<file path="config.mk">
export PLATFORM = sky130hd
export DESIGN_NAME = gbr_queue
export DESIGN_NICKNAME = d
export VERILOG_FILES = /design/src/glyph_bar_rasterizer_core_defines.svh /design/src/gbr_pkg.sv /design/src/gbr_queue.sv
export SDC_FILE = /design/constraint.sdc
export NUM_CORES = 1
export LEC_CHECK = 0
export BUFFER_PORTS_ARGS = -buffer_cell sky130_fd_sc_hd__buf_2
export CAP_MARGIN = 20
export CORE_ASPECT_RATIO = 2
export CORE_UTILIZATION = 40
export CTS_CLUSTER_SIZE = 30
export DETAILED_ROUTE_END_ITERATION = 10
export PLACE_DENSITY = 0.71
export SYNTH_ARGS = -nofsm -noshare
export SYNTH_HDL_FRONTEND = slang
export SYNTH_SLANG_ARGS = --single-unit
export TNS_END_PERCENT = 50
</file>
<file path="constraint.sdc">
create_clock -name clock -period 2.9 [get_ports clock]
set_clock_uncertainty 0.15 [all_clocks]
set_input_delay 0.435 -clock clock [delete_from_list [all_inputs] [get_ports clock]]
set_output_delay 0.435 -clock clock [all_outputs]
set_load 0.01 [all_outputs]
</file>
<file path="src/glyph_bar_rasterizer_core_defines.svh">
// assertion macros used by the rasterizer rtl
// expects signals named clock and reset in the module that uses them
`ifndef GLYPH_BAR_RASTERIZER_CORE_DEFINES_SVH
`define GLYPH_BAR_RASTERIZER_CORE_DEFINES_SVH
`ifndef NO_ASSERTIONS
`define GBR_ASSERT_ALWAYS(lbl, expr) \
   lbl: assert property (@(posedge clock) disable iff (reset) (expr)) \
      else $error("assertion failed");
`define GBR_ASSERT_IMPLIES(lbl, ante, cons) \
   lbl: assert property (@(posedge clock) disable iff (reset) (ante) |-> (cons)) \
      else $error("assertion failed");
`else
`define GBR_ASSERT_ALWAYS(lbl, expr)
`define GBR_ASSERT_IMPLIES(lbl, ante, cons)
`endif
`endif

</file>
<file path="src/gbr_pkg.sv">
// shared types, constants and the 5x7 font table of the rasterizer
// no dependencies
package gbr_pkg;

   localparam int FRAME_WIDTH_DEF  = 128;
   localparam int FRAME_HEIGHT_DEF = 64;

   localparam logic [2:0] CMD_CLEAR      = 3'd0;
   localparam logic [2:0] CMD_PIXEL      = 3'd1;
   localparam logic [2:0] CMD_GLYPH_XY   = 3'd2;
   localparam logic [2:0] CMD_GLYPH_CURS = 3'd3;
   localparam logic [2:0] CMD_BAR        = 3'd4;
   localparam logic [2:0] CMD_READ       = 3'd5;

   localparam logic [9:0] CELL_ADVANCE = 10'd6;
   localparam logic [9:0] FULL_SCALE   = 10'd1000;
   localparam logic [15:0] RECIP       = 16'd33554;   // floor(2^25 / 1000)
   localparam int RECIP_SHIFT          = 25;
   localparam logic [7:0] GLYPH_FIRST  = 8'h20;
   localparam logic [7:0] GLYPH_LAST   = 8'h7A;
   localparam logic [6:0] GLYPH_QMARK  = 7'd31;

   typedef enum logic [2:0] {
      OP_CLEAR,
      OP_PIXEL,
      OP_GLYPH,
      OP_BAR,
      OP_READ
   } op_type;

   typedef struct packed {
      op_type      op;
      logic [9:0]  x;
      logic [9:0]  y;
      logic        on;
      logic [6:0]  glyph;
      logic [7:0]  w;
      logic [7:0]  h;
      logic [7:0]  filled;
      logic [2:0]  page;
      logic [6:0]  col;
   } cmd_type;

   typedef struct packed {
      logic init_busy;
   } status_type;

   typedef logic [0:6][4:0] font_glyph_type;

   function automatic font_glyph_type font_glyph(input logic [6:0] idx);
      font_glyph_type g;
      case (idx)
         7'd16: g = {5'h0E,5'h11,5'h13,5'h15,5'h19,5'h11,5'h0E};
         7'd17: g = {5'h04,5'h0C,5'h04,5'h04,5'h04,5'h04,5'h0E};
         7'd18: g = {5'h0E,5'h11,5'h01,5'h02,5'h04,5'h08,5'h1F};
         7'd19: g = {5'h0E,5'h11,5'h01,5'h06,5'h01,5'h11,5'h0E};
         7'd20: g = {5'h02,5'h06,5'h0A,5'h12,5'h1F,5'h02,5'h02};
         7'd21: g = {5'h1F,5'h10,5'h1E,5'h01,5'h01,5'h11,5'h0E};
         7'd22: g = {5'h06,5'h08,5'h10,5'h1E,5'h11,5'h11,5'h0E};
         7'd23: g = {5'h1F,5'h01,5'h02,5'h04,5'h08,5'h08,5'h08};
         7'd24: g = {5'h0E,5'h11,5'h11,5'h0E,5'h11,5'h11,5'h0E};
         7'd25: g = {5'h0E,5'h11,5'h11,5'h0F,5'h01,5'h02,5'h0C};
         7'd31: g = {5'h0E,5'h11,5'h01,5'h02,5'h04,5'h00,5'h04};
         7'd33: g = {5'h04,5'h0A,5'h11,5'h11,5'h1F,5'h11,5'h11};
         7'd34: g = {5'h1E,5'h11,5'h11,5'h1E,5'h11,5'h11,5'h1E};
         7'd35: g = {5'h0E,5'h11,5'h10,5'h10,5'h10,5'h11,5'h0E};
         7'd36: g = {5'h1C,5'h12,5'h11,5'h11,5'h11,5'h12,5'h1C};
         7'd37: g = {5'h1F,5'h10,5'h10,5'h1E,5'h10,5'h10,5'h1F};
         7'd38: g = {5'h1F,5'h10,5'h10,5'h1E,5'h10,5'h10,5'h10};
         7'd39: g = {5'h0E,5'h11,5'h10,5'h17,5'h11,5'h11,5'h0E};
         7'd40: g = {5'h11,5'h11,5'h11,5'h1F,5'h11,5'h11,5'h11};
         7'd41: g = {5'h0E,5'h04,5'h04,5'h04,5'h04,5'h04,5'h0E};
         7'd42: g = {5'h07,5'h02,5'h02,5'h02,5'h02,5'h12,5'h0C};
         7'd43: g = {5'h11,5'h12,5'h14,5'h18,5'h14,5'h12,5'h11};
         7'd44: g = {5'h10,5'h10,5'h10,5'h10,5'h10,5'h10,5'h1F};
         7'd45: g = {5'h11,5'h1B,5'h15,5'h11,5'h11,5'h11,5'h11};
         7'd46: g = {5'h11,5'h19,5'h15,5'h13,5'h11,5'h11,5'h11};
         7'd47: g = {5'h0E,5'h11,5'h11,5'h11,5'h11,5'h11,5'h0E};
         7'd48: g = {5'h1E,5'h11,5'h11,5'h1E,5'h10,5'h10,5'h10};
         7'd49: g = {5'h0E,5'h11,5'h11,5'h11,5'h15,5'h12,5'h0D};
         7'd50: g = {5'h1E,5'h11,5'h11,5'h1E,5'h14,5'h12,5'h11};
         7'd51: g = {5'h0F,5'h10,5'h10,5'h0E,5'h01,5'h01,5'h1E};
         7'd52: g = {5'h1F,5'h04,5'h04,5'h04,5'h04,5'h04,5'h04};
         7'd53: g = {5'h11,5'h11,5'h11,5'h11,5'h11,5'h11,5'h0E};
         7'd54: g = {5'h11,5'h11,5'h11,5'h11,5'h11,5'h0A,5'h04};
         7'd55: g = {5'h11,5'h11,5'h11,5'h15,5'h15,5'h1B,5'h11};
         7'd56: g = {5'h11,5'h0A,5'h04,5'h04,5'h04,5'h0A,5'h11};
         7'd57: g = {5'h11,5'h0A,5'h04,5'h04,5'h04,5'h04,5'h04};
         7'd58: g = {5'h1F,5'h01,5'h02,5'h04,5'h08,5'h10,5'h1F};
         7'd65: g = {5'h00,5'h00,5'h0E,5'h01,5'h0F,5'h11,5'h0F};
         7'd66: g = {5'h10,5'h10,5'h1E,5'h11,5'h11,5'h11,5'h1E};
         7'd67: g = {5'h00,5'h00,5'h0E,5'h10,5'h10,5'h10,5'h0E};
         7'd68: g = {5'h01,5'h01,5'h0F,5'h11,5'h11,5'h11,5'h0F};
         7'd69: g = {5'h00,5'h00,5'h0E,5'h11,5'h1F,5'h10,5'h0E};
         7'd70: g = {5'h06,5'h08,5'h08,5'h1C,5'h08,5'h08,5'h08};
         7'd71: g = {5'h00,5'h0F,5'h11,5'h11,5'h0F,5'h01,5'h0E};
         7'd72: g = {5'h10,5'h10,5'h1E,5'h11,5'h11,5'h11,5'h11};
         7'd73: g = {5'h04,5'h00,5'h0C,5'h04,5'h04,5'h04,5'h0E};
         7'd74: g = {5'h02,5'h00,5'h06,5'h02,5'h02,5'h12,5'h0C};
         7'd75: g = {5'h10,5'h10,5'h12,5'h14,5'h18,5'h14,5'h12};
         7'd76: g = {5'h0C,5'h04,5'h04,5'h04,5'h04,5'h04,5'h0E};
         7'd77: g = {5'h00,5'h00,5'h1A,5'h15,5'h15,5'h11,5'h11};
         7'd78: g = {5'h00,5'h00,5'h1E,5'h11,5'h11,5'h11,5'h11};
         7'd79: g = {5'h00,5'h00,5'h0E,5'h11,5'h11,5'h11,5'h0E};
         7'd80: g = {5'h00,5'h1E,5'h11,5'h11,5'h1E,5'h10,5'h10};
         7'd81: g = {5'h00,5'h0F,5'h11,5'h11,5'h0F,5'h01,5'h01};
         7'd82: g = {5'h00,5'h00,5'h16,5'h18,5'h10,5'h10,5'h10};
         7'd83: g = {5'h00,5'h00,5'h0F,5'h10,5'h0E,5'h01,5'h1E};
         7'd84: g = {5'h08,5'h08,5'h1C,5'h08,5'h08,5'h08,5'h06};
         7'd85: g = {5'h00,5'h00,5'h11,5'h11,5'h11,5'h11,5'h0F};
         7'd86: g = {5'h00,5'h00,5'h11,5'h11,5'h11,5'h0A,5'h04};
         7'd87: g = {5'h00,5'h00,5'h11,5'h11,5'h15,5'h15,5'h0A};
         7'd88: g = {5'h00,5'h00,5'h11,5'h0A,5'h04,5'h0A,5'h11};
         7'd89: g = {5'h00,5'h11,5'h11,5'h11,5'h0F,5'h01,5'h0E};
         7'd90: g = {5'h00,5'h00,5'h1F,5'h02,5'h04,5'h08,5'h1F};
         default: g = '0;
      endcase
      return g;
   endfunction

endpackage

</file>
<file path="src/gbr_queue.sv">
// two-entry command queue between front and back end
// depends on gbr_pkg
module gbr_queue (
   input  logic             clock,
   input  logic             reset,
   input  logic             push_valid,
   output logic             push_ready,
   input  gbr_pkg::cmd_type push_data,
   output logic             pop_valid,
   input  logic             pop_ready,
   output gbr_pkg::cmd_type pop_data
);

   gbr_pkg::cmd_type entries_ff [2];
   logic             wr_ptr_ff, rd_ptr_ff;
   logic [1:0]       count_ff;
   logic             push, pop;

   assign push_ready = (count_ff != 2'd2);
   assign pop_valid  = (count_ff != 2'd0);
   assign push       = push_valid && push_ready;
   assign pop        = pop_valid && pop_ready;
   assign pop_data   = entries_ff[rd_ptr_ff];

   always_ff @(posedge clock) begin
      if (reset) begin
         wr_ptr_ff <= 1'b0;
         rd_ptr_ff <= 1'b0;
         count_ff  <= 2'd0;
      end else begin
         if (push) wr_ptr_ff <= !wr_ptr_ff;
         if (pop) rd_ptr_ff <= !rd_ptr_ff;
         count_ff <= count_ff + (push ? 2'd1 : 2'd0) - (pop ? 2'd1 : 2'd0);
      end
      if (push) entries_ff[wr_ptr_ff] <= push_data;
   end

endmodule

</file>
* Word level (Yosys, flattened, before mapping)
Memories as Yosys holds them, arrays and structs flattened. A register that Yosys moved wholly into a read port is not among the register bits.
Cells that the tools add are included.
** Word-level totals
- Flip-flop bits (word level) :: 4
- Memory bits (writable) :: 130
- Input bits :: 69
- Output and inout port bits :: 67
- Logic and storage cells :: 18
- Memories kept :: 1
** Memories
- entries_ff :: depth 2, width 65, read ports 1, clocked after memory_dff 1, wr ports 1, RTL line gbr_queue.sv:14 : gbr_pkg::cmd_type entries_ff [2];
** Cells by class
- Add/subtract/negate cells :: 2
- Eq/ne operators :: 1
- Muxes and demuxes :: 6
- Reduce and logical (&&, ||, !) cells :: 5
** Operator list (count)
- 2-to-1 mux 1 bit :: 6
- adder 2 x 1 -> 2 bit :: 1
- logical AND 1 bit :: 2
- zero test 1 bit :: 2
- inequality test 2 bit, second input constant :: 1
- nonzero test 2 bit :: 1
- subtractor 2 x 1 -> 2 bit :: 1

* Longest topological paths before layout
Gate-level depths: netlist (run 1).
- Word-level depth :: 5
- Gate-level depth with buffers :: 6
- Mapped depth without buffers :: 6

* Worst setup path after synthesis (run 1)
Ideal clock, no wire load.
- Kind :: register to register
- Start point :: register count_ff[0]
- End point :: memory entries_ff[1][0] (netlist name), enable pin
- Library setup time :: 0.430 ns
- Arrival time :: 2.215 ns
- Data required time :: 2.320 ns
- Setup slack :: 0.105 ns
- Cell stages (with the launch flop) :: 3
- Path buffers :: 0
- Clock period less this slack :: 2.795 ns
- Cells stage by stage :: dfxtp_1 > nand2b_1 > and3_1
** Between the ends
- Cells in the longest elaborated chain, start to end :: 4
** RTL lines
- start, declared :: RTL line gbr_queue.sv:16 : logic [1:0] count_ff;
- start signal, assigned :: RTL line gbr_queue.sv:33 : count_ff <= count_ff + (push ? 2'd1 : 2'd0) - (pop ? 2'd1 : 2'd0);
- inequality test 2 bit :: RTL line gbr_queue.sv:19 : assign push_ready = (count_ff != 2'd2);
- via push_ready :: RTL line gbr_queue.sv:7 : output logic push_ready,
- logical AND 1 bit :: RTL line gbr_queue.sv:21 : assign push = push_valid && push_ready;
- 2-to-1 mux 1 bit :: RTL line gbr_queue.sv:35 : if (push) entries_ff[wr_ptr_ff] <= push_data;
- 2-to-1 mux 1 bit (not written as such) :: RTL line gbr_queue.sv:35
- end, declared :: RTL line gbr_queue.sv:14
The timed path passes the listed nets, and every way through them passes these cells.

==> out/results.ini, run 1 <==
[status]
run_status=finished clean

[finish]
fin_cells=542
fillers=1037
final_area_um2=6410
layout.nets=451
drive_gt1_frac=0.434
area_growth_syn_to_layout_pct=29.0

[clocking]
clock_path_buffers=2
postCtsHoldBufs=0
cts_root_buf=clkbuf_16
path_clk_slew_ns=0.06
numCtsBuffers=17
h-tree-depth=4
cts_tree=yes
post-cts-setup-buffers=0
cts_sinks=135
insertion_delay_ns=0.40
cts-resized-gates=0

[yosys]
synthArstFlopShare=0
synth_commonest_cells=130 x edfxtp_1, 65 x mux2_1, 5 x buf_6, 5 x dfxtp_1, 4 x nor2_1
synthTopCellsByArea=edfxtp_1 79%, mux2_1 15%, dfxtp_1 2.0%
syn_nets=301
yosysUniqueCellTypes=25
post-synth-top-count-cell=edfxtp_1
syn_avg_cell_area_um2=21.5
netlist_instances=231
synth_top_area_share=0.785
synth_edf_count=130
synth_seq_area_share=0.805
ys_warn_count=0
syn-cell-area_um2=4970
synth_top_area_cell=edfxtp_1
ys_ff_latch=135
synth_ff_type=edfxtp_1

[route]
drc=0
dr.pass1.iters=4
vias_per_cell=4.82
wl_per_cell_um=16.9
ant_nets=0
totalWireLength_mm=9.15
drtIter0Drc=127
vias=2614

[timing]
tightestPinTransition_ns=0.422
rsz0062_at_grt=false
fin_setup_tns_ns=0
fin_crit_sh=0.758
period_minus_slack_ns=2.20
report.final.slew_viol_count=0
whs_ns=0.0653
report.final.setup_viol=0
slew_headroom=0.716
finalHoldViolations=0
fmax_mhz=455

[place]
place_inst=509
gp_congestion=0.724
dp_hpwl_mm=5.83
placed_area_um2=5820
io_buffers=135

[pwr]
power_frac_seq=0.443
p_leak_nw=2.43
worst_ir_drop_vdd_mv=0.572
p_int_mw=4.13
p_comb_frac=0.172
p_sw_frac=0.245
clockPowerShare=0.385
p_switching_mw=1.34
power_density_nw_per_um2=852

[global_routing]
grt_usage=0.154
grt_pass1_wl_mm=14.1
overflow=0
grt_pass1_vias=2739
grt_max_degree=66
antenna_found_initial=2

[floorplanning]
dieWidth_um=80.8
start_util=0.410
core_area_um2=12100
fp.dieH_um=160
std_cell_rows=57
ioPinCount=136
die_area_um2=12900

[worst_setup_path]
cp-start-kind=flop
end_kind=output pin
required_ns=2.32
worstSetupPathType=reg -> out
cp.arrival_ns=1.61
cp_max_fo=65

[run]
drv_cap=0

[worst_hold_path]
hp-class=in -> reg

## kinds of logic (layout without fill, tap and decap cells)
family          Yosys count  in the layout  share of synthesized area
simple gates             15             15                     0.0196
mux                      65             65                      0.147
xor+xnor                  1              1                    0.00176
compound gates            6              6                    0.00881
buf+inv                   8            171                     0.0146
fa+ha+maj                 1              1                    0.00252
flops                   135            135                      0.805
other cells               0              1                          0
## per-stage QoR
step	total power, mW	utilization	setup slack [ns]
CTS	5.54	0.529	0.654
finish	5.47	0.529	0.702
global placement	3.39	0.480	1.10
global route	5.71	0.529	0.597
floorplan	3.05	-	0.105
detailed placement	3.42	0.480	0.877
## cell usage in the layout, fill, tap and decap left out, drive strengths merged
cell	Yosys	layout
nor3	1	1
and3	2	2
inv	1	2
xor2	1	1
nor2	4	4
o21ba	1	1
buf	7	138
nor4bb	1	1
mux2	65	65
a21bo	1	1
clkinv	0	9
nand3	1	1
edfxtp	130	130
nand3b	1	1
o31a	1	1
bufinv	0	3
nor2b	2	2
a21oi	1	1
nor4	1	1
diode	0	1
nand2b	1	1
ha	1	1
clkinvlp	0	1
o21ai	2	2
dfxtp	5	5
or2	1	1
clkbuf	0	18
## worst max-delay path, cell delays in order (launching register included)
cell and delay, ns:
dfxtp_2 0.33, buf_12 0.32, mux2_1 0.38, buf_2 0.15
## flip-flops by register name (all words and copies together), names as in the netlist, named ones only
| signal | count |
|---|---|
| count_ff | 2 |
| entries_ff | 130 |
| rd_ptr_ff | 1 |
| wr_ptr_ff | 1 |
## power groups by stage
stage          clock (mW)  combinational [mW]  sequential [mW]
3_5_place_dp            0               0.959             2.46
4_1_cts              2.16               0.966             2.42
6_report             2.10               0.940             2.42
3_3_place_gp            0               0.940             2.45
2_1_floorplan           0               0.596             2.45
5_1_grt              2.25                1.02             2.44
## layer usage
layer  GRT usage  share of wire  vias to the layer above
met3      0.0497          0.050                       24
li1            -              -                     1216
met4      0.0942          0.031                        2
met2       0.272           0.57                      102
met1       0.148           0.35                     1270
met5           0         0.0017                        -
## path summary, 6_finish.rpt
kind                      start                 to  slack (ns)  cells past startpoint
setup / recovery           flop       pop_data[63]        0.70                      3
hold / removal    push_data[24]  entries_ff[0][24]        0.07                      1
setup reg to reg    count_ff[1]        count_ff[1]        0.98                      6
hold reg to reg       rd_ptr_ff          rd_ptr_ff        0.38                      2
## cell type report
cell class	count	area [um^2]	share of cell area
clock buffer	18	429	0.0669
inverter	1	3.75	0.000585
sequential	135	4010	0.624
clock inverter	14	158	0.0246
timing repair buffer	138	736	0.115
antenna	1	2.50	0.000390
tap	147	184	0.0287
multi-input combinational	88	896	0.140
Note: power is estimated with default switching activity, not from simulation.
==> run 2, diff against run 1 <==
clock period = 1.85 ns   (was 2.9 ns; I/O delays follow)
==> run 2 against run 1 <==
Effect of this change: the run now ends with negative setup slack left; utilization is 9.6 points higher; die area is the same; register-to-register slack got worse by 0.84 ns; worst setup slack got worse by 0.79 ns; first-iteration DRC count decreased by 12%; combinational power is 140% higher; via count rose by 12%; cell area grew 18%; critical endpoint is now pop_data[39]; largest power group unchanged; highest routed layer is now met4.
==> out/results.ini, run 2 (synthesis results as in run 1) <==
[global_routing]
grt_max_degree=32
overflow=0
antenna_found_initial=0
use_met3=0.0583
grt_util_met2=0.328
grt_pass1_wl_mm=16.5
busiest_layer=met2
grt_use_met1=0.171
grt_usage=0.181
grt_pass1_vias=3252

[finish]
layout_commonest_cell=edfxtp_1
drive_gt1_frac=0.474
top_regs=entries_ff x130, count_ff x2
fillers=869
largest_register_ffs=130
insertedDiodeCount=0
final_area_um2=7580
final_core_utilization=0.625
top_register=entries_ff
final_cell_mix=130 x edfxtp_1, 100 x buf_2, 66 x dlygate4sd3_1
area_growth_syn_to_layout_pct=52.6
layout.nets=522

[clocking]
path_clk_slew_ns=0.06
h-tree-depth=4
cts_tree=yes
clock_path_buffers=2
numCtsBuffers=17
cts_sinks=135
cts_root_buf=clkbuf_16
insertion_delay_ns=0.40

[floorplanning]
core_area_um2=12100
die_area_um2=12900
ioPinCount=136
dieWidth_um=80.8
std_cell_rows=57
fp.dieH_um=160
start_util=0.410

[timing]
report.final.slew_viol_count=0
fmax_mhz=517
postLayoutSetupSlackWorst_ns=-0.0837
slew_headroom=0.769
finalHoldViolations=0
period_minus_slack_ns=1.93
fin_crit_sh=1.05
whs_ns=0.148
tightestPinTransition_ns=0.342
report.final.setup_viol=65
rsz0062_at_grt=true

[worst_setup_path]
worstPathCellList=buf_12, mux2_1, buf_2
cp.arrival_ns=1.51
slowest_stage=dfxtp_4
end_kind=output pin
worstSetupPathType=reg -> out
critPathTopFamily=flip-flops
worst-path-buf-inv=2
cp-start-kind=flop
required_ns=1.42
cp_slowest_stage_delay_ns=0.41
cp_max_fo=17
cp.depth=3
reg2reg_depth=6

[route]
drtIter0Drc=112
vias=2915
totalWireLength_mm=11.0
ant_nets=0
drc=0
vias_per_cell=4.77
wl_per_cell_um=17.9
dr.pass1.iters=4

[worst_hold_path]
hp-class=in -> reg
min_path_cells=4

[pwr]
power_density_nw_per_um2=1250
worst_ir_drop_vdd_mv=0.804
finalPower_mw=9.51
p_leak_nw=2.95

[run]
drv_cap=0

[place]
placed_area_um2=5900
dp_hpwl_mm=6.37
io_buffers=135
gp_congestion=0.743

[status]
run_status=complete, but fails checks
violations=negative setup slack

run 2: worst paths after layout:
path | start | endpoint | slack [ns]
max | flop | pop_data[39] | -0.08
min | pop_ready | flop | 0.15
max reg2reg | count_ff[1] | count_ff[1] | 0.14
min reg2reg | rd_ptr_ff | flop | 0.36
run 2: metrics by stage:
step	setup WS (ns)	setup TNS [ns]	cells
global placement	0.167	0	512
detailed placement	0.0852	0	512
floorplan	-0.274	-24.90	231
finish	-0.0837	-2.95	611
global route	-0.131	-6.13	611
CTS	-0.160	-7.36	613
run 2: routing by layer:
metal | wire length, um | up-vias
li1 | - | 1360
met1 | 3790 | 1432
met2 | 6330 | 93
met3 | 423 | 30
met4 | 414 | 0
met5 | 0 | -
run 2: final cells by class:
type / count / area, um^2 / area share
clock buffer: 18 / 429 / 0.0566
clock inverter: 13 / 179 / 0.0236
inverter: 1 / 7.51 / 0.000990
multi-input combinational: 88 / 1060 / 0.140
sequential: 135 / 4010 / 0.529
tap: 147 / 184 / 0.0243
timing repair buffer: 209 / 1720 / 0.226
run 2: where the power goes:
part / switching (mW) / total, mW / internal [mW]
Combinational: 0.993 / 2.24 / 1.25
Clock: 1.19 / 3.43 / 2.24
Sequential: 0.114 / 3.83 / 3.72
Total: 2.30 / 9.51 / 7.21
run 2: timing repair:
action | 4_1_cts | 5_1_grt
gates resized for setup | 35 | 46
hold buffers | 66 | 0
cloned | 2 | 0
endpoints found under the setup margin | 65 | 66
buffers inserted | 2 | 0
hold endpoints to repair | 135 | 0
run 2: worst reg2reg max path: stages, from the launching register on:
cell,delay (ns)
dfxtp_2,0.42
nor2b_2,0.24
o21ba_1,0.16
nor2_1,0.05
ha_1,0.20
nor4_2,0.30
nor3_2,0.07
