[src/glyph_bar_rasterizer_core_defines.svh]
// assertion macros used by the rasterizer rtl
// expects signals named clock and reset in the module that uses them
`ifndef GLYPH_BAR_RASTERIZER_CORE_DEFINES_SVH
`define GLYPH_BAR_RASTERIZER_CORE_DEFINES_SVH
`ifndef NO_ASSERTIONS
`define GBR_ASSERT_ALWAYS(lbl, expr) \
   lbl: assert property (@(posedge clock) disable iff (reset) (expr)) \
      else $error("assertion failed");
`define GBR_ASSERT_IMPLIES(lbl, ante, cons) \
   lbl: assert property (@(posedge clock) disable iff (reset) (ante) |-> (cons)) \
      else $error("assertion failed");
`else
`define GBR_ASSERT_ALWAYS(lbl, expr)
`define GBR_ASSERT_IMPLIES(lbl, ante, cons)
`endif
`endif

[src/gbr_pkg.sv]
// shared types, constants and the 5x7 font table of the rasterizer
// no dependencies
package gbr_pkg;

   localparam int FRAME_WIDTH_DEF  = 128;
   localparam int FRAME_HEIGHT_DEF = 64;

   localparam logic [2:0] CMD_CLEAR      = 3'd0;
   localparam logic [2:0] CMD_PIXEL      = 3'd1;
   localparam logic [2:0] CMD_GLYPH_XY   = 3'd2;
   localparam logic [2:0] CMD_GLYPH_CURS = 3'd3;
   localparam logic [2:0] CMD_BAR        = 3'd4;
   localparam logic [2:0] CMD_READ       = 3'd5;

   localparam logic [9:0] CELL_ADVANCE = 10'd6;
   localparam logic [9:0] FULL_SCALE   = 10'd1000;
   localparam logic [15:0] RECIP       = 16'd33554;   // floor(2^25 / 1000)
   localparam int RECIP_SHIFT          = 25;
   localparam logic [7:0] GLYPH_FIRST  = 8'h20;
   localparam logic [7:0] GLYPH_LAST   = 8'h7A;
   localparam logic [6:0] GLYPH_QMARK  = 7'd31;

   typedef enum logic [2:0] {
      OP_CLEAR,
      OP_PIXEL,
      OP_GLYPH,
      OP_BAR,
      OP_READ
   } op_type;

   typedef struct packed {
      op_type      op;
      logic [9:0]  x;
      logic [9:0]  y;
      logic        on;
      logic [6:0]  glyph;
      logic [7:0]  w;
      logic [7:0]  h;
      logic [7:0]  filled;
      logic [2:0]  page;
      logic [6:0]  col;
   } cmd_type;

   typedef struct packed {
      logic init_busy;
   } status_type;

   typedef logic [0:6][4:0] font_glyph_type;

   function automatic font_glyph_type font_glyph(input logic [6:0] idx);
      font_glyph_type g;
      case (idx)
         7'd16: g = {5'h0E,5'h11,5'h13,5'h15,5'h19,5'h11,5'h0E};
         7'd17: g = {5'h04,5'h0C,5'h04,5'h04,5'h04,5'h04,5'h0E};
         7'd18: g = {5'h0E,5'h11,5'h01,5'h02,5'h04,5'h08,5'h1F};
         7'd19: g = {5'h0E,5'h11,5'h01,5'h06,5'h01,5'h11,5'h0E};
         7'd20: g = {5'h02,5'h06,5'h0A,5'h12,5'h1F,5'h02,5'h02};
         7'd21: g = {5'h1F,5'h10,5'h1E,5'h01,5'h01,5'h11,5'h0E};
         7'd22: g = {5'h06,5'h08,5'h10,5'h1E,5'h11,5'h11,5'h0E};
         7'd23: g = {5'h1F,5'h01,5'h02,5'h04,5'h08,5'h08,5'h08};
         7'd24: g = {5'h0E,5'h11,5'h11,5'h0E,5'h11,5'h11,5'h0E};
         7'd25: g = {5'h0E,5'h11,5'h11,5'h0F,5'h01,5'h02,5'h0C};
         7'd31: g = {5'h0E,5'h11,5'h01,5'h02,5'h04,5'h00,5'h04};
         7'd33: g = {5'h04,5'h0A,5'h11,5'h11,5'h1F,5'h11,5'h11};
         7'd34: g = {5'h1E,5'h11,5'h11,5'h1E,5'h11,5'h11,5'h1E};
         7'd35: g = {5'h0E,5'h11,5'h10,5'h10,5'h10,5'h11,5'h0E};
         7'd36: g = {5'h1C,5'h12,5'h11,5'h11,5'h11,5'h12,5'h1C};
         7'd37: g = {5'h1F,5'h10,5'h10,5'h1E,5'h10,5'h10,5'h1F};
         7'd38: g = {5'h1F,5'h10,5'h10,5'h1E,5'h10,5'h10,5'h10};
         7'd39: g = {5'h0E,5'h11,5'h10,5'h17,5'h11,5'h11,5'h0E};
         7'd40: g = {5'h11,5'h11,5'h11,5'h1F,5'h11,5'h11,5'h11};
         7'd41: g = {5'h0E,5'h04,5'h04,5'h04,5'h04,5'h04,5'h0E};
         7'd42: g = {5'h07,5'h02,5'h02,5'h02,5'h02,5'h12,5'h0C};
         7'd43: g = {5'h11,5'h12,5'h14,5'h18,5'h14,5'h12,5'h11};
         7'd44: g = {5'h10,5'h10,5'h10,5'h10,5'h10,5'h10,5'h1F};
         7'd45: g = {5'h11,5'h1B,5'h15,5'h11,5'h11,5'h11,5'h11};
         7'd46: g = {5'h11,5'h19,5'h15,5'h13,5'h11,5'h11,5'h11};
         7'd47: g = {5'h0E,5'h11,5'h11,5'h11,5'h11,5'h11,5'h0E};
         7'd48: g = {5'h1E,5'h11,5'h11,5'h1E,5'h10,5'h10,5'h10};
         7'd49: g = {5'h0E,5'h11,5'h11,5'h11,5'h15,5'h12,5'h0D};
         7'd50: g = {5'h1E,5'h11,5'h11,5'h1E,5'h14,5'h12,5'h11};
         7'd51: g = {5'h0F,5'h10,5'h10,5'h0E,5'h01,5'h01,5'h1E};
         7'd52: g = {5'h1F,5'h04,5'h04,5'h04,5'h04,5'h04,5'h04};
         7'd53: g = {5'h11,5'h11,5'h11,5'h11,5'h11,5'h11,5'h0E};
         7'd54: g = {5'h11,5'h11,5'h11,5'h11,5'h11,5'h0A,5'h04};
         7'd55: g = {5'h11,5'h11,5'h11,5'h15,5'h15,5'h1B,5'h11};
         7'd56: g = {5'h11,5'h0A,5'h04,5'h04,5'h04,5'h0A,5'h11};
         7'd57: g = {5'h11,5'h0A,5'h04,5'h04,5'h04,5'h04,5'h04};
         7'd58: g = {5'h1F,5'h01,5'h02,5'h04,5'h08,5'h10,5'h1F};
         7'd65: g = {5'h00,5'h00,5'h0E,5'h01,5'h0F,5'h11,5'h0F};
         7'd66: g = {5'h10,5'h10,5'h1E,5'h11,5'h11,5'h11,5'h1E};
         7'd67: g = {5'h00,5'h00,5'h0E,5'h10,5'h10,5'h10,5'h0E};
         7'd68: g = {5'h01,5'h01,5'h0F,5'h11,5'h11,5'h11,5'h0F};
         7'd69: g = {5'h00,5'h00,5'h0E,5'h11,5'h1F,5'h10,5'h0E};
         7'd70: g = {5'h06,5'h08,5'h08,5'h1C,5'h08,5'h08,5'h08};
         7'd71: g = {5'h00,5'h0F,5'h11,5'h11,5'h0F,5'h01,5'h0E};
         7'd72: g = {5'h10,5'h10,5'h1E,5'h11,5'h11,5'h11,5'h11};
         7'd73: g = {5'h04,5'h00,5'h0C,5'h04,5'h04,5'h04,5'h0E};
         7'd74: g = {5'h02,5'h00,5'h06,5'h02,5'h02,5'h12,5'h0C};
         7'd75: g = {5'h10,5'h10,5'h12,5'h14,5'h18,5'h14,5'h12};
         7'd76: g = {5'h0C,5'h04,5'h04,5'h04,5'h04,5'h04,5'h0E};
         7'd77: g = {5'h00,5'h00,5'h1A,5'h15,5'h15,5'h11,5'h11};
         7'd78: g = {5'h00,5'h00,5'h1E,5'h11,5'h11,5'h11,5'h11};
         7'd79: g = {5'h00,5'h00,5'h0E,5'h11,5'h11,5'h11,5'h0E};
         7'd80: g = {5'h00,5'h1E,5'h11,5'h11,5'h1E,5'h10,5'h10};
         7'd81: g = {5'h00,5'h0F,5'h11,5'h11,5'h0F,5'h01,5'h01};
         7'd82: g = {5'h00,5'h00,5'h16,5'h18,5'h10,5'h10,5'h10};
         7'd83: g = {5'h00,5'h00,5'h0F,5'h10,5'h0E,5'h01,5'h1E};
         7'd84: g = {5'h08,5'h08,5'h1C,5'h08,5'h08,5'h08,5'h06};
         7'd85: g = {5'h00,5'h00,5'h11,5'h11,5'h11,5'h11,5'h0F};
         7'd86: g = {5'h00,5'h00,5'h11,5'h11,5'h11,5'h0A,5'h04};
         7'd87: g = {5'h00,5'h00,5'h11,5'h11,5'h15,5'h15,5'h0A};
         7'd88: g = {5'h00,5'h00,5'h11,5'h0A,5'h04,5'h0A,5'h11};
         7'd89: g = {5'h00,5'h11,5'h11,5'h11,5'h0F,5'h01,5'h0E};
         7'd90: g = {5'h00,5'h00,5'h1F,5'h02,5'h04,5'h08,5'h1F};
         default: g = '0;
      endcase
      return g;
   endfunction

endpackage

[src/gbr_req_if.sv]
// command channel of the rasterizer: valid/ready plus command fields
// no dependencies
interface gbr_req_if;
   logic              valid;
   logic              ready;
   logic [2:0]        cmd;
   logic signed [9:0] x;
   logic signed [9:0] y;
   logic              pixel_on;
   logic [7:0]        char_code;
   logic [7:0]        bar_width;
   logic [7:0]        bar_height;
   logic [9:0]        bar_permille;
   logic [2:0]        read_page;
   logic [6:0]        read_column;

   modport source (output valid, cmd, x, y, pixel_on, char_code, bar_width, bar_height,
                   bar_permille, read_page, read_column, input ready);
   modport sink (input valid, cmd, x, y, pixel_on, char_code, bar_width, bar_height,
                 bar_permille, read_page, read_column, output ready);
endinterface

[src/gbr_front.sv]
// front end: takes command words, keeps the text cursor, works out the bar fill
// depends on gbr_pkg and gbr_req_if
module gbr_front (
   input  logic               clock,
   input  logic               reset,
   gbr_req_if.sink            req_ch,
   input  gbr_pkg::status_type status,
   output logic               push_valid,
   input  logic               push_ready,
   output gbr_pkg::cmd_type   push_data
);

   typedef enum logic [3:0] {
      F_IDLE = 4'b0001,
      F_MUL  = 4'b0010,
      F_DIV  = 4'b0100,
      F_PUSH = 4'b1000
   } fstate_type;

   fstate_type       state_ff, state_in;
   gbr_pkg::cmd_type cmd_ff, cmd_in;
   logic [9:0]       cursor_x_ff, cursor_x_in;
   logic [9:0]       cursor_y_ff, cursor_y_in;
   logic [7:0]       wm2_ff, wm2_in;
   logic [9:0]       pms_ff, pms_in;
   logic [17:0]      prod_ff;
   logic [7:0]       q0_ff;
   logic             accept;
   logic [33:0]      recip_prod;
   logic [17:0]      remainder;

   assign req_ch.ready = (state_ff == F_IDLE) && !status.init_busy;
   assign accept       = req_ch.valid && req_ch.ready;
   assign recip_prod   = 34'(prod_ff) * 34'(gbr_pkg::RECIP);
   assign remainder    = prod_ff - 18'(q0_ff) * 18'(gbr_pkg::FULL_SCALE);

   always_comb begin
      state_in    = state_ff;
      cmd_in      = cmd_ff;
      cursor_x_in = cursor_x_ff;
      cursor_y_in = cursor_y_ff;
      wm2_in      = wm2_ff;
      pms_in      = pms_ff;
      unique case (state_ff)
         F_IDLE: begin
            if (accept) begin
               cmd_in.x      = req_ch.x;
               cmd_in.y      = req_ch.y;
               cmd_in.on     = req_ch.pixel_on;
               cmd_in.w      = req_ch.bar_width;
               cmd_in.h      = req_ch.bar_height;
               cmd_in.filled = '0;
               cmd_in.page   = req_ch.read_page;
               cmd_in.col    = req_ch.read_column;
               if (req_ch.char_code < gbr_pkg::GLYPH_FIRST ||
                   req_ch.char_code > gbr_pkg::GLYPH_LAST) begin
                  cmd_in.glyph = gbr_pkg::GLYPH_QMARK;
               end else begin
                  cmd_in.glyph = 7'(req_ch.char_code - gbr_pkg::GLYPH_FIRST);
               end
               wm2_in = (req_ch.bar_width >= 8'd2) ? req_ch.bar_width - 8'd2 : 8'd0;
               pms_in = (req_ch.bar_permille > gbr_pkg::FULL_SCALE) ?
                        gbr_pkg::FULL_SCALE : req_ch.bar_permille;
               cmd_in.op = gbr_pkg::OP_CLEAR;
               state_in  = F_MUL;
               unique case (req_ch.cmd)
                  gbr_pkg::CMD_CLEAR: cmd_in.op = gbr_pkg::OP_CLEAR;
                  gbr_pkg::CMD_PIXEL: cmd_in.op = gbr_pkg::OP_PIXEL;
                  gbr_pkg::CMD_GLYPH_XY: begin
                     cmd_in.op   = gbr_pkg::OP_GLYPH;
                     cursor_x_in = req_ch.x + gbr_pkg::CELL_ADVANCE;
                     cursor_y_in = req_ch.y;
                  end
                  gbr_pkg::CMD_GLYPH_CURS: begin
                     cmd_in.op   = gbr_pkg::OP_GLYPH;
                     cmd_in.x    = cursor_x_ff;
                     cmd_in.y    = cursor_y_ff;
                     cursor_x_in = cursor_x_ff + gbr_pkg::CELL_ADVANCE;
                  end
                  gbr_pkg::CMD_BAR:  cmd_in.op = gbr_pkg::OP_BAR;
                  gbr_pkg::CMD_READ: cmd_in.op = gbr_pkg::OP_READ;
                  default: state_in = F_IDLE;   // unused codes are dropped
               endcase
            end
         end
         F_MUL:  state_in = F_DIV;
         F_DIV:  state_in = F_PUSH;
         F_PUSH: begin
            // reciprocal estimate is low by at most one
            cmd_in.filled = q0_ff + ((remainder >= 18'(gbr_pkg::FULL_SCALE)) ? 8'd1 : 8'd0);
            if (push_ready) begin
               state_in = F_IDLE;
            end
         end
         default: state_in = F_IDLE;
      endcase
   end

   always_ff @(posedge clock) begin
      if (reset) begin
         state_ff    <= F_IDLE;
         cursor_x_ff <= '0;
         cursor_y_ff <= '0;
      end else begin
         state_ff    <= state_in;
         cursor_x_ff <= cursor_x_in;
         cursor_y_ff <= cursor_y_in;
      end
      cmd_ff  <= cmd_in;
      wm2_ff  <= wm2_in;
      pms_ff  <= pms_in;
      prod_ff <= 18'(wm2_ff) * 18'(pms_ff);
      q0_ff   <= 8'(recip_prod >> gbr_pkg::RECIP_SHIFT);
   end

   assign push_valid = (state_ff == F_PUSH);
   assign push_data  = cmd_in;

endmodule

[src/flat_wrapper.sv]
// flat-port wrapper written by rule: the top's interface ports become plain ports
module gbr_front_flat 
  (clock, reset, status, push_valid, push_ready, push_data, req_ch_valid, req_ch_cmd, req_ch_x, req_ch_y, req_ch_pixel_on, req_ch_char_code, req_ch_bar_width, req_ch_bar_height, req_ch_bar_permille, req_ch_read_page, req_ch_read_column, req_ch_ready);
  gbr_req_if req_ch_i ();
  input  logic clock;
  input  logic reset;
  input  gbr_pkg::status_type status;
  output logic push_valid;
  input  logic push_ready;
  output gbr_pkg::cmd_type push_data;
  input wire logic [$bits(req_ch_i.valid)-1:0] req_ch_valid;
  input wire logic [$bits(req_ch_i.cmd)-1:0] req_ch_cmd;
  input wire logic [$bits(req_ch_i.x)-1:0] req_ch_x;
  input wire logic [$bits(req_ch_i.y)-1:0] req_ch_y;
  input wire logic [$bits(req_ch_i.pixel_on)-1:0] req_ch_pixel_on;
  input wire logic [$bits(req_ch_i.char_code)-1:0] req_ch_char_code;
  input wire logic [$bits(req_ch_i.bar_width)-1:0] req_ch_bar_width;
  input wire logic [$bits(req_ch_i.bar_height)-1:0] req_ch_bar_height;
  input wire logic [$bits(req_ch_i.bar_permille)-1:0] req_ch_bar_permille;
  input wire logic [$bits(req_ch_i.read_page)-1:0] req_ch_read_page;
  input wire logic [$bits(req_ch_i.read_column)-1:0] req_ch_read_column;
  output wire logic [$bits(req_ch_i.ready)-1:0] req_ch_ready;
  assign req_ch_i.valid = req_ch_valid;
  assign req_ch_i.cmd = req_ch_cmd;
  assign req_ch_i.x = req_ch_x;
  assign req_ch_i.y = req_ch_y;
  assign req_ch_i.pixel_on = req_ch_pixel_on;
  assign req_ch_i.char_code = req_ch_char_code;
  assign req_ch_i.bar_width = req_ch_bar_width;
  assign req_ch_i.bar_height = req_ch_bar_height;
  assign req_ch_i.bar_permille = req_ch_bar_permille;
  assign req_ch_i.read_page = req_ch_read_page;
  assign req_ch_i.read_column = req_ch_read_column;
  assign req_ch_ready = req_ch_i.ready;
  gbr_front u_core (.clock(clock), .reset(reset), .req_ch(req_ch_i), .status(status), .push_valid(push_valid), .push_ready(push_ready), .push_data(push_data));
endmodule
[config.mk]
export PLATFORM = sky130hd
export DESIGN_NAME = gbr_front_flat
export DESIGN_NICKNAME = d
export VERILOG_FILES = /design/src/glyph_bar_rasterizer_core_defines.svh /design/src/gbr_pkg.sv /design/src/gbr_req_if.sv /design/src/gbr_front.sv /design/src/flat_wrapper.sv
export SDC_FILE = /design/constraint.sdc
export NUM_CORES = 1
export LEC_CHECK = 0
export BUFFER_PORTS_ARGS = -buffer_cell sky130_fd_sc_hd__buf_4
export CORE_ASPECT_RATIO = 0.7
export CORE_UTILIZATION = 61
export DETAILED_ROUTE_END_ITERATION = 8
export PLACE_DENSITY = 0.83
export SETUP_SLACK_MARGIN = 0.1
export SLEW_MARGIN = 20
export SYNTH_ARGS = -nofsm -noshare
export SYNTH_HDL_FRONTEND = slang
export SYNTH_SLANG_ARGS = --single-unit
[constraint.sdc]
create_clock -name clock -period 8.3 [get_ports clock]
set_clock_uncertainty 0.15 [all_clocks]
set_input_delay 0 -clock clock [delete_from_list [all_inputs] [get_ports clock]]
set_output_delay 0 -clock clock [all_outputs]
set_load 0.03 [all_outputs]
Yosys cells after proc, flatten, opt, wreduce, memory -nomap -nowiden
Index checks and enable logic that the tools add are counted.
- $add $sub $neg: 6
- multipliers: 3
- $lt $le $gt $ge: 5
- eq/ne operators: 11
- multiplexer cells: 13
- reduce and logical (&&, ||, !) cells: 12
- operator list (operator ; number):
    65-bit 2-to-1 mux ; 1
    47-bit 2-to-1 mux ; 1
    18-bit by 15-bit multiplier with 32-bit output (second input constant) ; 1
    10-bit by 3-bit adder with 10-bit output (second input constant) ; 2
    20-bit 2-to-1 mux ; 1
    10-bit one-hot mux with 2 select lines ; 1
    18-bit by 10-bit greater-or-equal comparator with 1-bit output (second input constant) ; 1
    8-bit by 10-bit multiplier with 18-bit output ; 1
    18-bit subtractor ; 1
    4-bit one-hot mux with 4 select lines ; 1
    8-bit one-hot mux with 2 select lines ; 1
    8-bit by 7-bit multiplier with 15-bit output (second input constant) ; 1
    3-bit one-hot mux with 4 select lines ; 1
    10-bit > comparator (second input constant) ; 1
    10-bit 2-to-1 mux ; 1
    8-bit adder ; 1
    8-bit by 2-bit greater-or-equal comparator with 1-bit output (second input constant) ; 1
    8-bit by 7-bit > comparator with 1-bit output (second input constant) ; 1
    8-bit by 6-bit < comparator with 1-bit output (second input constant) ; 1
    4-bit 2-to-1 mux ; 2
    8-bit by 2-bit subtractor with 8-bit output (second input constant) ; 1
    7-bit 2-to-1 mux ; 1
    7-bit by 6-bit subtractor with 7-bit output (second input constant) ; 1
    3-bit by 2-bit equality test with 1-bit output (second input constant) ; 2
    other kinds (18) ; 23
- register bits: 133
- output and inout port bits: 67
- word-level logic and storage cells: 67

Longest topological paths before layout
- word-level depth: 6
- depth in mapped cells: 26

Worst setup path after synthesis
OpenSTA, ideal clock, no wires.
- path kind: reg2reg
- from: reg u_core.q0_ff[1]
- to: reg u_core.cmd_ff[17] (netlist name)
- library setup time: 0.201 ns
- arrival time: 6.538 ns
- required time: 7.949 ns
- path slack: 1.411 ns
- cell stages (with the launch flop): 24
- buffers on the path: 0
- period minus slack after synthesis: 6.889 ns
- cell sequence: dfxtp_1 inv_1 fa_1 fa_1 fa_1 fa_1 inv_1 ha_1 or3_1 o21ai_0 a21oi_1 a21o_1 xnor2_1 ha_1 a221o_1 o21ai_0 o211ai_1 a41oi_1 nand4_1 or4_1 ha_1 nand4_1 xnor2_1 o21ai_0
- RTL lines (what ; line ; RTL):
    start: declaration ; gbr_front.sv:27 ; logic [7:0] q0_ff;
    start signal: assignment ; gbr_front.sv:113 ; q0_ff <= 8'(recip_prod >> gbr_pkg::RECIP_SHIFT);
    end signal: assignment ; gbr_front.sv:109 ; cmd_ff <= cmd_in;
    end: declaration ; gbr_front.sv:21 ; gbr_pkg::cmd_type cmd_ff, cmd_in;

==> results.yml <==
clock_tree:
  cts_buffer_depth: 2
  holdBufCountCts: 99
  cts_tree: "done"
  clk_latency_ns: 0.43
  cts_setup_buffers: 0
  cts_root_buffer: "clkbuf_16"
  cts.clk_slew.worst_paths_ns: 0.06
  clock-sinks: 133
  htree_levels: 4
  ctsResizeCount: 0
  numCtsBuffers: 17
final_layout:
  area_growth_pct: 23.2
  nFillCells: 1229
  nets: 1985
  drive_above_1_share_pct: 11.7
  diodes: 0
timing:
  setup-tns-final_ns: 0
  slew_headroom_pct: 27.0
  hold_viol: 0
  fmax_ghz: 0.134
  min_period_ns: 7.48
  rsz0062_at_grt: "no"
  tightest_slew_ns: 1.09
  fin_crit_sh_pct: 90.1
  finalSetupViolCount: 0
  slew_violations: 0
drt:
  drt_iter0_markers: 1041
  drc_errors: 0
  routed_via_density: 5.89
  wirelength_um: 35700
  ant_nets: 0
  firstDrtPassIters: 7
  wl_per_cell_um: 19.1
  vias: 11000
critical_path:
  cp-end-kind: "output pin"
  worstPathMaxFanout: 9
  startpoint_type: "flop"
  path_cells: "inv_1 > fa_1 > fa_1 > fa_1 > fa_1 > inv_1 > ha_1 > or3_1 > o21ai_0 > a21oi_1 > a21o_1 > xnor2_1 > ha_1 > a221o_1 > o21ai_0 > o211ai_1 > a41oi_1 > nand4_1 > or4_1 > ha_1 > nand3_1 > xnor2_1 > o21ai_0 > buf_4"
  crit_path_frequent_cell: "fa_1"
  cp.depth: 24
  worstPathRequired_ns: 8.15
  slowest_delay_ns: 0.60
  critPathArrivalTime_ns: 7.33
  crit_buf_inv: 3
  critPathSlowestCell: "fa_1"
  reg2reg_depth: 23
  cp_top_family: "adder cells"
  crit_type: "reg2out"
floorplanning:
  fp.dieArea_um2: 20700
  dieWidth_um: 172
  die_y_um: 121
  core_area_um2: 19700
  start_util_pct: 62.2
  placement_rows: 43
  ios: 140
grt:
  grt_pass1_wl_um: 56100
  antenna_found_initial: 0
  overflow: 0
  grt_pass1_vias: 11400
  grt_usage_pct: 35.1
  grt_start_max_net_pins: 82
yosys:
  synth_cell_types: 65
  yosysWarnings: 0
  synth.avg_cell_area_um2: 9.02
  ys.flop_type: "dfxtp_1"
  synth_area_um2: 12300
  synth_cells: 1362
  synth_seq_cells: 133
  synth_edf_count: 18
  ys_seq_area_share_pct: 23.1
  syn-num-nets: 1762
  ys_async_sr_fraction_pct: 0
min_path:
  hold_path_depth: 3
  hold_class: "in2reg"
placed_design:
  dp_hpwl_um: 22400
  port-buffer-count: 139
  routabilityCongestion: 0.894
run_status:
  status: "finished clean"
flow_run:
  drv_cap: 0
==> path summary, 6_finish.rpt <==
check	from	to	slack, ns
worst max-delay path	u_core.q0_ff[1]	push_data[14]	0.82
worst min-delay path	req_ch_char_code[7]	u_core.cmd_ff[34]	0.06
worst min register to register	u_core.cmd_ff[18]	u_core.cmd_ff[18]	0.30
worst max register to register	u_core.q0_ff[1]	u_core.cmd_ff[14]	1.35
==> cells in the mapped netlist (7+ instances only) <==
cell | n | area share (%)
ha_1 | 222 | 23
inv_1 | 221 | 6.8
nand2_1 | 200 | 6.1
dfxtp_1 | 115 | 19
fa_1 | 105 | 17
a21oi_1 | 57 | 2.3
and2_1 | 47 | 2.4
nor2_1 | 47 | 1.4
o21ai_0 | 45 | 1.8
xnor2_1 | 37 | 2.6
clkbuf_1 | 27 | 0.83
nand3_1 | 25 | 1.0
a31oi_1 | 21 | 1.1
edfxtp_1 | 18 | 4.4
nor3_1 | 16 | 0.65
xor2_1 | 15 | 1.1
a21o_1 | 9 | 0.55
mux2i_1 | 9 | 0.73
nor2b_1 | 9 | 0.46
nand4_1 | 8 | 0.41
a211oi_1 | 7 | 0.43
o211ai_1 | 7 | 0.43
==> routing by layer <==
layer | track usage, % | vias to the layer above | part of all wire, %
met5 | 0 | - | 0
met1 | 43.4 | 5280 | 40
met4 | 18.1 | 0 | 4.9
li1 | - | 4941 | -
met2 | 58.6 | 602 | 47
met3 | 6.42 | 184 | 7.4
==> stage by stage <==
stage	hold slack (ns)	setup WS [ns]	cells	cell area [um^2]	util, %
global route	0.0500	0.439	1868	15100	76.6
finish	0.0565	0.822	1868	15100	76.6
global placement	0.0374	1.55	1737	13500	68.5
detailed placement	0.0389	1.38	1737	13500	68.5
floorplan	-0.0739	1.41	1362	12300	-
CTS	0.00917	0.915	1868	15100	76.6
==> cell usage in the layout, fill, tap and decap left out, types with 15 or more instances in the layout <==
master	instances
ha_1	222
inv_1	221
nand2_1	200
buf_4	142
dfxtp_1	115
fa_1	105
dlygate4sd3_1	99
a21oi_1	57
nor2_1	47
and2_1	47
o21ai_0	45
xnor2_1	37
nand3_1	25
a31oi_1	21
edfxtp_1	18
clkbuf_16	17
nor3_1	16
xor2_1	15
==> cell families after synthesis <==
group / synth area share (%)
AO/OA/AOI/OAI: 9.88
XOR/XNOR: 3.71
flip-flops: 23.1
buffers and inverters: 8.04
multiplexers: 0.734
AND/OR/NAND/NOR: 14.8
adder cells (fa/ha/maj): 39.7
==> state kept, by name, summed over array words and instances, names as in the netlist <==
name,count
u_core.state_ff,4
u_core.q0_ff,8
u_core.cursor_y_ff,10
u_core.cmd_ff,65
u_core.cursor_x_ff,10
u_core.wm2_ff,8
u_core.pms_ff,10
u_core.prod_ff,18
==> worst min-delay path: stages <==
cell,delay (ns)
buf_4,0.09
o31ai_1,0.21
o22a_1,0.28
==> layout make-up <==
cell class / instances / area (um^2) / share of cell area [%]
clock buffers: 17 / 425 / 2.81
clock inverters: 15 / 181 / 1.20
inverters: 222 / 833 / 5.51
multi-input cells: 970 / 8460 / 55.9
flip-flops and latches: 133 / 2840 / 18.8
well taps: 270 / 338 / 2.23
repair buffers: 241 / 2060 / 13.6
Power is left out: the tool's default activity adds up to more than one toggle a clock period on the data nets, which glitch-free logic cannot reach.
